<file path="src/design/sacu_pkg.sv">
`timescale 1ns / 1ps
// ---------------------------------------------------------------------------
// sacu_pkg
// shared types and constants of the sort-and-count-unmoved block
// ---------------------------------------------------------------------------
package sacu_pkg;

    // capacity of one batch and stored score width
    localparam int MAX_ITEMS  = 64;
    localparam int SCORE_BITS = 10;

    // fixed field widths of the item interfaces
    localparam int SCORE_W = 10;
    localparam int SAME_W  = 7;

    // derived widths
    localparam int ADDR_W = (MAX_ITEMS > 1) ? $clog2(MAX_ITEMS) : 1;
    localparam int CNT_W  = $clog2(MAX_ITEMS + 1);

    typedef struct packed {
        logic [SCORE_W-1:0] score;
        logic               last_item;
    } t_in_item;

    typedef struct packed {
        logic [SAME_W-1:0] same_place_count;
        logic              overflow;
    } t_out_item;

    // flags of the shared compare unit
    typedef struct packed {
        logic ge;
        logic eq;
    } t_cmp_res;

endpackage

</file>
<file path="src/design/sort_and_count_unmoved_unit.sv">
`timescale 1ns / 1ps
// ---------------------------------------------------------------------------
// sort_and_count_unmoved_unit
// batch insertion sort with a count of scores left in their arrival place
// ---------------------------------------------------------------------------
// Scores arrive one item at a time; each is written to an arrival-order ram
// and inserted into a descending-order ram by walking up from the tail, one
// shared comparator deciding shift or place. The first score of a batch is
// written straight to the head, and an item that finds the store full is
// dropped. The item flagged last_item then starts a count pass that reads
// both rams at the same address, and one result item follows: the number of
// matching positions (saturating at 127) and whether any score of the batch
// was dropped. The rams have one read port each, so every step of the
// insertion walk and of the count pass has a read state and a compare state.
// The input is not ready while a walk or a count runs; a finished result
// waits in the output register while the next batch starts, and the block
// only stalls when a second result is due before the first is taken. The
// rams need no clearing: only entries below the fill count are ever read.
// ---------------------------------------------------------------------------
module sort_and_count_unmoved_unit (
    input  logic                 i_clk,
    input  logic                 i_rst_n,
    input  logic                 i_in_valid,
    output logic                 o_in_ready,
    input  sacu_pkg::t_in_item   i_in,
    output logic                 o_out_valid,
    input  logic                 i_out_ready,
    output sacu_pkg::t_out_item  o_out
);
    import sacu_pkg::*;

    // sequencer states
    localparam logic [2:0] S_IDLE    = 3'd0;
    localparam logic [2:0] S_INS_RD  = 3'd1;
    localparam logic [2:0] S_INS_CMP = 3'd2;
    localparam logic [2:0] S_INS_PUT = 3'd3;
    localparam logic [2:0] S_CNT_RD  = 3'd4;
    localparam logic [2:0] S_CNT_CMP = 3'd5;
    localparam logic [2:0] S_OUT     = 3'd6;

    localparam logic [SAME_W-1:0] SAME_MAX = '1;

    logic [2:0]            r_state, n_state;
    logic [SCORE_BITS-1:0] r_score, n_score;
    logic                  r_last, n_last;
    logic [CNT_W-1:0]      r_count, n_count;
    logic                  r_ovf, n_ovf;
    logic [ADDR_W-1:0]     r_k, n_k;
    logic [ADDR_W-1:0]     r_idx, n_idx;
    logic [SAME_W-1:0]     r_same, n_same;
    logic                  r_out_valid, n_out_valid;
    t_out_item             r_out, n_out;

    // ram ports
    logic                  arr_we;
    logic [ADDR_W-1:0]     arr_waddr;
    logic [SCORE_BITS-1:0] arr_wdata;
    logic [ADDR_W-1:0]     arr_raddr;
    logic [SCORE_BITS-1:0] arr_rdata;
    logic                  srt_we;
    logic [ADDR_W-1:0]     srt_waddr;
    logic [SCORE_BITS-1:0] srt_wdata;
    logic [ADDR_W-1:0]     srt_raddr;
    logic [SCORE_BITS-1:0] srt_rdata;

    // shared comparator
    logic [SCORE_BITS-1:0] cmp_b;
    t_cmp_res              cmp_res;

    logic [SCORE_BITS-1:0] in_score;
    logic                  in_fire;
    logic                  out_free;
    logic                  full;

    sacu_ram #(
        .DEPTH (MAX_ITEMS),
        .WIDTH (SCORE_BITS)
    ) u_arrival_ram (
        .i_clk   (i_clk),
        .i_we    (arr_we),
        .i_waddr (arr_waddr),
        .i_wdata (arr_wdata),
        .i_raddr (arr_raddr),
        .o_rdata (arr_rdata)
    );

    sacu_ram #(
        .DEPTH (MAX_ITEMS),
        .WIDTH (SCORE_BITS)
    ) u_sorted_ram (
        .i_clk   (i_clk),
        .i_we    (srt_we),
        .i_waddr (srt_waddr),
        .i_wdata (srt_wdata),
        .i_raddr (srt_raddr),
        .o_rdata (srt_rdata)
    );

    // sorted entry against the new score while inserting, against the
    // arrival entry while counting
    assign cmp_b = (r_state == S_CNT_CMP) ? arr_rdata : r_score;

    sacu_cmp u_cmp (
        .i_a   (srt_rdata),
        .i_b   (cmp_b),
        .o_res (cmp_res)
    );

    assign in_score    = SCORE_BITS'(i_in.score);
    assign o_in_ready  = (r_state == S_IDLE);
    assign in_fire     = i_in_valid && o_in_ready;
    assign out_free    = !r_out_valid || i_out_ready;
    assign full        = (r_count == CNT_W'(MAX_ITEMS));
    assign o_out_valid = r_out_valid;
    assign o_out       = r_out;

    always_comb begin
        n_state     = r_state;
        n_score     = r_score;
        n_last      = r_last;
        n_count     = r_count;
        n_ovf       = r_ovf;
        n_k         = r_k;
        n_idx       = r_idx;
        n_same      = r_same;
        n_out_valid = r_out_valid;
        n_out       = r_out;

        arr_we    = 1'b0;
        arr_waddr = r_count[ADDR_W-1:0];
        arr_wdata = in_score;
        arr_raddr = r_idx;
        srt_we    = 1'b0;
        srt_waddr = r_k;
        srt_wdata = r_score;
        srt_raddr = r_idx;

        if (r_out_valid && i_out_ready) begin
            n_out_valid = 1'b0;
        end

        case (r_state)
            S_IDLE: begin
                if (in_fire) begin
                    n_score = in_score;
                    n_last  = i_in.last_item;
                    n_idx   = '0;
                    n_same  = '0;
                    if (full) begin
                        // store full: drop the score, still honour last_item
                        n_ovf   = 1'b1;
                        n_state = i_in.last_item ? S_CNT_RD : S_IDLE;
                    end else begin
                        arr_we = 1'b1;
                        if (r_count == '0) begin
                            // first score of a batch goes straight to the head
                            srt_we    = 1'b1;
                            srt_waddr = '0;
                            srt_wdata = in_score;
                            n_count   = r_count + CNT_W'(1);
                            n_state   = i_in.last_item ? S_CNT_RD : S_IDLE;
                        end else begin
                            n_k     = r_count[ADDR_W-1:0];
                            n_state = S_INS_RD;
                        end
                    end
                end
            end

            S_INS_RD: begin
                srt_raddr = r_k - ADDR_W'(1);
                n_state   = S_INS_CMP;
            end

            S_INS_CMP: begin
                srt_we = 1'b1;
                if (cmp_res.ge) begin
                    // stored score not smaller: new score sits just below it
                    srt_wdata = r_score;
                    n_count   = r_count + CNT_W'(1);
                    n_state   = r_last ? S_CNT_RD : S_IDLE;
                end else begin
                    // shift the smaller score one place down the list
                    srt_wdata = srt_rdata;
                    n_k       = r_k - ADDR_W'(1);
                    n_state   = (r_k == ADDR_W'(1)) ? S_INS_PUT : S_INS_RD;
                end
            end

            S_INS_PUT: begin
                srt_we    = 1'b1;
                srt_wdata = r_score;
                n_count   = r_count + CNT_W'(1);
                n_state   = r_last ? S_CNT_RD : S_IDLE;
            end

            S_CNT_RD: begin
                arr_raddr = r_idx;
                srt_raddr = r_idx;
                n_state   = (r_count == '0) ? S_OUT : S_CNT_CMP;
            end

            S_CNT_CMP: begin
                if (cmp_res.eq && (r_same != SAME_MAX)) begin
                    n_same = r_same + SAME_W'(1);
                end
                n_idx = r_idx + ADDR_W'(1);
                if ((CNT_W'(r_idx) + CNT_W'(1)) == r_count) begin
                    n_state = S_OUT;
                end else begin
                    n_state = S_CNT_RD;
                end
            end

            S_OUT: begin
                if (out_free) begin
                    n_out_valid           = 1'b1;
                    n_out.same_place_count = r_same;
                    n_out.overflow        = r_ovf;
                    // batch closed: empty the stores logically
                    n_count = '0;
                    n_ovf   = 1'b0;
                    n_state = S_IDLE;
                end
            end

            default: begin
                n_state = S_IDLE;
            end
        endcase
    end

    // control state
    always_ff @(posedge i_clk) begin
        if (!i_rst_n) begin
            r_state     <= S_IDLE;
            r_count     <= '0;
            r_ovf       <= 1'b0;
            r_out_valid <= 1'b0;
        end else begin
            r_state     <= n_state;
            r_count     <= n_count;
            r_ovf       <= n_ovf;
            r_out_valid <= n_out_valid;
        end
    end

    // working and payload registers
    always_ff @(posedge i_clk) begin
        r_score <= n_score;
        r_last  <= n_last;
        r_k     <= n_k;
        r_idx   <= n_idx;
        r_same  <= n_same;
        r_out   <= n_out;
    end

    // fill count never passes capacity
    a_count_bound: assert property (@(posedge i_clk) disable iff (!i_rst_n)
        r_count <= CNT_W'(MAX_ITEMS))
        else $error("fill count above capacity");

    // insertion walk only runs with room left and a tail position above zero
    a_walk_range: assert property (@(posedge i_clk) disable iff (!i_rst_n)
        (r_state == S_INS_RD || r_state == S_INS_CMP) |->
            (r_k != '0) && !full)
        else $error("insertion walk out of range");

    // count pass stays below the fill count
    a_cnt_range: assert property (@(posedge i_clk) disable iff (!i_rst_n)
        (r_state == S_CNT_CMP) |-> (CNT_W'(r_idx) < r_count))
        else $error("count pass beyond stored scores");

    // closing a batch loads a result and leaves empty stores
    a_batch_close: assert property (@(posedge i_clk) disable iff (!i_rst_n)
        (r_state == S_OUT && out_free) |=>
            r_out_valid && (r_count == '0) && !r_ovf && (r_state == S_IDLE))
        else $error("batch not closed cleanly");

endmodule

</file>
<file path="src/design/sacu_ram.sv">
`timescale 1ns / 1ps
// ---------------------------------------------------------------------------
// sacu_ram
// simple dual-port ram, one write and one registered read per cycle
// ---------------------------------------------------------------------------
module sacu_ram #(
    parameter int DEPTH = 64,
    parameter int WIDTH = 10
) (
    input  logic                                       i_clk,
    input  logic                                       i_we,
    input  logic [((DEPTH > 1) ? $clog2(DEPTH) : 1)-1:0] i_waddr,
    input  logic [WIDTH-1:0]                           i_wdata,
    input  logic [((DEPTH > 1) ? $clog2(DEPTH) : 1)-1:0] i_raddr,
    output logic [WIDTH-1:0]                           o_rdata
);

    logic [WIDTH-1:0] r_mem [DEPTH];
    logic [WIDTH-1:0] r_rdata;

    always_ff @(posedge i_clk) begin
        if (i_we) begin
            r_mem[i_waddr] <= i_wdata;
        end
    end

    always_ff @(posedge i_clk) begin
        r_rdata <= r_mem[i_raddr];
    end

    assign o_rdata = r_rdata;

endmodule

</file>
<file path="src/design/sacu_cmp.sv">
`timescale 1ns / 1ps
// ---------------------------------------------------------------------------
// sacu_cmp
// shared score comparator: greater-or-equal and equal from one subtraction
// ---------------------------------------------------------------------------
module sacu_cmp (
    input  logic [sacu_pkg::SCORE_BITS-1:0] i_a,
    input  logic [sacu_pkg::SCORE_BITS-1:0] i_b,
    output sacu_pkg::t_cmp_res              o_res
);
    import sacu_pkg::*;

    logic [SCORE_BITS:0] diff;

    // borrow out of the top bit means a < b
    assign diff       = {1'b0, i_a} - {1'b0, i_b};
    assign o_res.ge   = ~diff[SCORE_BITS];
    assign o_res.eq   = (diff == '0);

endmodule
</file>
<file path="config.mk">
export PLATFORM = sky130hd
export DESIGN_NAME = sort_and_count_unmoved_unit
export DESIGN_NICKNAME = d
export VERILOG_FILES = /design/src/design/sacu_pkg.sv /design/src/design/sort_and_count_unmoved_unit.sv /design/src/design/sacu_ram.sv /design/src/design/sacu_cmp.sv
export SDC_FILE = /design/constraint.sdc
export NUM_CORES = 2
export LEC_CHECK = 0
export ABC_AREA = 1
export BUFFER_PORTS_ARGS = -buffer_cell sky130_fd_sc_hd__buf_2
export CAP_MARGIN = 20
export CORE_MARGIN = 4
export CORE_UTILIZATION = 29
export CTS_CLUSTER_DIAMETER = 40
export DETAILED_ROUTE_END_ITERATION = 16
export HOLD_SLACK_MARGIN = 0.05
export SETUP_SLACK_MARGIN = 0.4
export SLEW_MARGIN = 5
export SYNTH_ARGS = -nofsm -noshare
export SYNTH_HDL_FRONTEND = slang
export SYNTH_SLANG_ARGS = --single-unit
</file>
<file path="constraint.sdc">
create_clock -name i_clk -period 9.3 [get_ports i_clk]
set_input_delay 1.86 -clock i_clk [delete_from_list [all_inputs] [get_ports i_clk]]
set_output_delay 1.86 -clock i_clk [all_outputs]
set_load 0.01 [all_outputs]
</file>
Word-level counts from Yosys, hierarchy flattened

Memory sizes are Yosys's and may differ from the RTL's. A register that Yosys moved wholly into a read port is not among the register bits.
Index checks and enable logic that the tools add are counted.

Word-level logic and storage cells: 115
Output and inout bits: 10
Memory bits (writable): 1280
ROM bits: 0
Memories: 2
Bits in registers: 50
Latch bits: 0

Memory list:

| memory              | depth | width | read ports | clocked after Yosys merged registers in | wr ports | line           | source |
|---|---|---|---|---|---|---|---|
| u_arrival_ram.r_mem | 64    | 10    | 1          | 1                                       | 1        | sacu_ram.sv:18 | `logic [WIDTH-1:0] r_mem [DEPTH];` |
| u_sorted_ram.r_mem  | 64    | 10    | 1          | 1                                       | 1        | sacu_ram.sv:18 |  |

Divide/modulo/power cells: 0
$add $sub $neg: 6
Eq/ne operators: 19
Multiplexer cells: 56
$lt $le $gt $ge: 0
Multiply operators: 0
Bitwise operators: 0
Shift-type cells: 0
Reduce and logical (&&, ||, !) cells: 21

Operators with widths:

| cell                                                                     | number |
|---|---|
| 6-bit 2-to-1 mux                                                         | 10 |
| 10-bit 2-to-1 mux                                                        | 5 |
| 7-bit 2-to-1 mux                                                         | 7 |
| 7-bit case mux with 4 select lines                                       | 1 |
| 6-bit case mux with 2 select lines                                       | 2 |
| 3-bit 2-to-1 mux                                                         | 7 |
| 3-bit case mux with 7 select lines                                       | 1 |
| 10-bit case mux with 2 select lines                                      | 1 |
| 1-bit 2-to-1 mux                                                         | 16 |
| 7-bit by 1-bit adder with 7-bit output (second input constant)           | 2 |
| 7-bit case mux with 2 select lines                                       | 1 |
| 11-bit zero test                                                         | 1 |
| 10-bit by 10-bit subtractor with 11-bit output                           | 1 |
| 2-bit by 1-bit inequality test with 1-bit output (second input constant) | 5 |
| 3-bit == test (second input constant)                                    | 3 |
| 2-bit inequality test (second input constant)                            | 4 |
| 2-bit AND reduction                                                      | 4 |
| 6-bit by 1-bit adder with 7-bit output (second input constant)           | 1 |
| 7-bit == test                                                            | 1 |
| 7-bit == test (second input constant)                                    | 1 |
| 7-bit zero test                                                          | 1 |
| 7-bit inequality test (second input constant)                            | 1 |
| 6-bit by 1-bit adder with 6-bit output (second input constant)           | 1 |
| 3-bit by 2-bit == test with 1-bit output (second input constant)         | 2 |
| other kinds (16)                                                         | 23 |

Logic depth before layout (Yosys ltp)

Depth after elaboration: 7
Mapped depth: 20
Mapped depth without buffers: 19

Modules after synthesis

Synthesis repeated with hierarchy kept, for this count alone.

Cell total of the unflattened synthesis: 4957
Area, all modules: 56456.6 µm²

Modules (own cells, without submodules):

| module                      | sequential area each (µm²) | times used | area each (µm²) | cells an instance |
|---|---|---|---|---|
| sacu_ram                    | 19418.6                    | 2          | 26436.6         | 2233 |
| sort_and_count_unmoved_unit | 1381.3                     | 1          | 2921.6          | 361 |
| sacu_cmp                    | 0.0                        | 1          | 661.9           | 130 |

Worst setup path after synthesis

OpenSTA, ideal clock, no wires.

Path kind: input -> register
Start point: input port i_in_valid
End point: memory u_sorted_ram.r_mem[0][9], data pin
Stages on the path: 5
Slack: 4.368 ns
Arrival time: 4.344 ns
Setup time: 0.588 ns
Cell sequence: nand4_1 clkbuf_1 a21oi_1 o21ai_0 a31oi_1

Cells in the longest elaborated chain, start to end: 3

Ends and longest elaborated chain:

| item                                | line                               | source |
|---|---|---|
| start: declaration                  | sort_and_count_unmoved_unit.sv:23  | `input logic i_in_valid,` |
| 1-bit logical AND                   | sort_and_count_unmoved_unit.sv:111 | `assign in_fire = i_in_valid && o_in_ready;` |
| 10-bit 2-to-1 mux                   | sort_and_count_unmoved_unit.sv:144 | `if (in_fire) begin` |
| 10-bit case mux with 2 select lines | sort_and_count_unmoved_unit.sv:142 | `case (r_state)` |
| net srt_wdata[9]                    | sort_and_count_unmoved_unit.sv:62  | `logic [SCORE_BITS-1:0] srt_wdata;` |
| end: declaration                    | sacu_ram.sv:18                     |  |

The timed path passes the listed nets, and every way through them passes these cells.

Final worst setup path

Start point: register r_state[2]
End point: memory u_sorted_ram.r_mem[21][8], data pin

Cells in the longest elaborated chain, start to end: 5

Ends and longest elaborated chain:

| item                                           | line                               | source |
|---|---|---|
| start: declaration                             | sort_and_count_unmoved_unit.sv:43  | `logic [2:0] r_state, n_state;` |
| start signal: assignment                       | sort_and_count_unmoved_unit.sv:241 | `r_state <= n_state;` |
| 3-bit == test                                  | sort_and_count_unmoved_unit.sv:101 | `assign cmp_b = (r_state == S_CNT_CMP) ? arr_rdata : r_score;` |
| 10-bit 2-to-1 mux                              | sort_and_count_unmoved_unit.sv:101 |  |
| 10-bit by 10-bit subtractor with 11-bit output | sacu_cmp.sv:16                     | `assign diff = {1'b0, i_a} - {1'b0, i_b};` |
| 10-bit 2-to-1 mux                              | sort_and_count_unmoved_unit.sv:177 | `if (cmp_res.ge) begin` |
| 10-bit case mux with 2 select lines (*)        | sort_and_count_unmoved_unit.sv:142 |  |
| net srt_wdata[8]                               | sort_and_count_unmoved_unit.sv:62  |  |

The timed path passes the listed nets; every way through them passes the cells marked *.

==> flow_metrics.py <==
metrics = {
    "worst_setup_path": {
        "cp_data_required_time_ps": 9750,
        "timing.critical_path.from_type": "flop",
        "critical_path_peak_fanout": 64,
        "endpoint_kind_of_the_worst_setup_timing_path": "flop",
        "worstSetupPathType": "reg -> reg",
        "critical_path_arrival_ps": 5390,
    },
    "sta": {
        "fin_tns_setup_ps": 0,
        "worstMarginPinSlew_ps": 1090,
        "relSlewSlack": 0.272,
        "clock-skew-final_ps": 33.1,
        "drv_slew": 0,
        "final.period_utilization": 0.532,
        "fmax_mhz": 202,
        "timing.final.crit_period_ps": 4940,
        "timing.final.hold_violations": 0,
        "final_setup_violating_endpoints": 0,
        "fin_hold_ws_ps": 439,
        "grt_setup_unrepaired": "no",
    },
    "synth": {
        "syn_inst": 5122,
        "yosys_warnings": 0,
        "postSynthRegisterBits": 1350,
        "synth-main-ff-cell": "edfxtp_1",
        "postSynth.asyncResetShare": 0,
        "mappedNetlistNets": 5154,
        "synth-edff-count": 1318,
        "synth.avg_cell_area_um2": 11.2,
        "syn-cell-area_um2": 57400,
        "seq_area_frac_synth": 0.701,
        "synth_cell_types": 44,
    },
    "layout": {
        "drive_above_1_share": 0.0718,
        "mostFrequentLayoutCell": "edfxtp_1",
        "mostFrequentLayoutCells": "edfxtp_1 (1318), nand2_1 (1201), nand3_1 (620)",
        "layout.cell_area.non_filler_um2": 65400,
        "instances_no_fill": 7836,
        "postLayoutCoreUtil": 0.334,
        "synthToLayoutAreaGrowth_pct": 14.0,
        "fillerInstances": 19500,
        "num-nets-final": 5120,
    },
    "clocking": {
        "ctsRootBufferMaster": "clkbuf_16",
        "cts_inserted_buffers": 152,
        "clock_latency_late_sink_ps": 790,
        "tritoncts_num_sinks": 1350,
        "worst_setup_hold_path_clk_slew_ps": 60,
        "cts_hold_repair_buffers": 0,
        "cts_max_path_buffers": 3,
        "cts_resized": 0,
        "htree_levels": 4,
        "cts_setup_buffers": 0,
        "cts_tree": "yes",
    },
    "placement": {
        "placed_cell_area_um2": 60300,
        "portBuffers": 24,
        "dp.cells": 7557,
        "gp_routability_congestion": 0.865,
        "dp.final_hpwl_mm": 91.0,
    },
    "die": {
        "chipHeight_um": 453,
        "die_area_um2": 205000,
        "core_area_um2": 196000,
        "io_pins": 25,
        "chipWidth_um": 453,
        "rows": 162,
        "floorplan.initialDensity": 0.293,
    },
    "drt": {
        "ant_nets": 0,
        "dr_total_vias": 37700,
        "route.final.wire_length_mm": 156,
        "route.detailed.vias_per_inst": 4.81,
        "firstDrtPassIters": 5,
        "routedWlPerCell_um": 19.9,
        "drc_violations": 0,
        "dr.first_iter.drc_count": 4153,
    },
    "global_routing": {
        "initial_antenna_violation_count": 5,
        "grt_max_degree": 181,
        "grt_pass1_vias": 36400,
        "grt.total_usage": 0.148,
        "first_pass_grt_wire_length_mm": 232,
        "global_route.overflow_total": 0,
    },
    "power_and_ir_drop": {
        "power_leakage_uw": 0.0242,
        "power.density_nw_per_um2": 345,
        "maximum_vdd_drop_uv": 436,
    },
    "run": {
        "cap_viol_max_count": 0,
    },
    "outcome": {
        "run_status": "completed",
    },
    "worst_hold_path": {
        "min-delay-path-class": "reg -> reg",
    },
}
final cells by class:
cell class	instances	area, um^2	area share
Multi-Input combinational cell	2924	14000	0.214
Clock buffer	175	3940	0.0602
Timing Repair Buffer	89	671	0.0103
Clock inverter	102	1160	0.0177
Sequential cell	1350	40200	0.615
Antenna cell	1	2.50	0.0000383
Inverter	571	2150	0.0328
Tap cell	2624	3280	0.0502
per-stage QoR:
stage | total power (uW) | setup WS, ps
global route | 23600 | 3930
finish | 22600 | 4360
CTS | 22600 | 4340
detailed placement | 16500 | 4380
global placement | 16500 | 4430
floorplan | 13300 | 4370
routing by layer:
metal | vias to the layer above | share of wire | track usage
li1 | 17500 | - | -
met1 | 18400 | 0.43 | 0.204
met2 | 1539 | 0.46 | 0.235
met3 | 249 | 0.079 | 0.0298
met4 | 0 | 0.029 | 0.0482
met5 | - | 0 | 0
worst paths after layout:
check | start | endpoint | slack, ps | cells past startpoint
min reg2reg | r_ovf$_SDFFE_PN0P_ | o_out[0]$_DFFE_PP_ | 440 | 0
max | r_state[2]$_SDFFE_PN0P_ | u_sorted_ram.r_mem[21][8]$_DFFE_PP_ | 4360 | 15
min | r_ovf$_SDFFE_PN0P_ | o_out[0]$_DFFE_PP_ | 440 | 0
max reg2reg | r_state[2]$_SDFFE_PN0P_ | u_sorted_ram.r_mem[21][8]$_DFFE_PP_ | 4360 | 15
cells by family after synthesis:
| group | synth area share |
|---|---|
| muxes | 0.0140 |
| and+or+nand+nor | 0.168 |
| DFF | 0.701 |
| buffers and inverters | 0.0590 |
| xor gates and xnor gates | 0.00168 |
| AOI/OAI and AO/OA | 0.0521 |
| adders and majority gates | 0.00384 |
power breakdown:
group | leakage, uW | internal (uW) | switching, uW | total, uW
combinational | 0.00960 | 1850 | 6330 | 8180
clock | 0.00246 | 3520 | 2560 | 6090
sequential | 0.0121 | 8140 | 155 | 8300
total | 0.0242 | 13500 | 9050 | 22600
synth_stat cells (2+ instances only):
cell type	number	share of area
edfxtp_1	1318	0.69
nand2_1	1203	0.079
nand3_1	620	0.054
inv_1	562	0.037
nor2_1	357	0.023
o21ai_0	228	0.020
clkbuf_1	151	0.0099
a21oi_1	129	0.011
buf_2	92	0.0080
mux2i_1	80	0.014
o22ai_1	80	0.0087
o211ai_1	61	0.0080
nand3b_1	52	0.0068
dfxtp_1	32	0.011
nor3_1	21	0.0018
buf_4	20	0.0026
o21ai_1	19	0.0017
ha_1	16	0.0035
buf_1	12	0.00079
xor2_1	10	0.0015
nand4_1	9	0.00098
o221ai_1	8	0.0012
inv_2	6	0.00039
nor2_2	5	0.00055
nand2_2	4	0.00044
nand3_2	4	0.00070
clkinv_1	3	0.00020
o21ai_2	2	0.00031
o21bai_1	2	0.00026
or2_2	2	0.00022
flip-flops by register name (all words and copies together) (netlist names):
register               cells
u_arrival_ram.r_mem      640
u_sorted_ram.r_mem       640
r_score                   10
u_arrival_ram.o_rdata     10
u_sorted_ram.o_rdata      10
o_out                      8
r_count                    7
r_same                     7
arr_raddr                  6
r_k                        6
r_state                    3
o_out_valid                1
r_last                     1
r_ovf                      1
worst max-delay path, stage by stage (launching register included):
cell       delay (ps)
dfxtp_1           360
inv_2              90
nor2_1            140
inv_1              90
nor2_1            440
inv_1             540
o21ai_0           330
ha_1              310
inv_1              90
o21ai_0           120
a21boi_0          250
nand3_2           350
nor2_1            430
nand2_1           180
o2111ai_4         140
buf_4             690
Power figures use the tool's default switching activity.
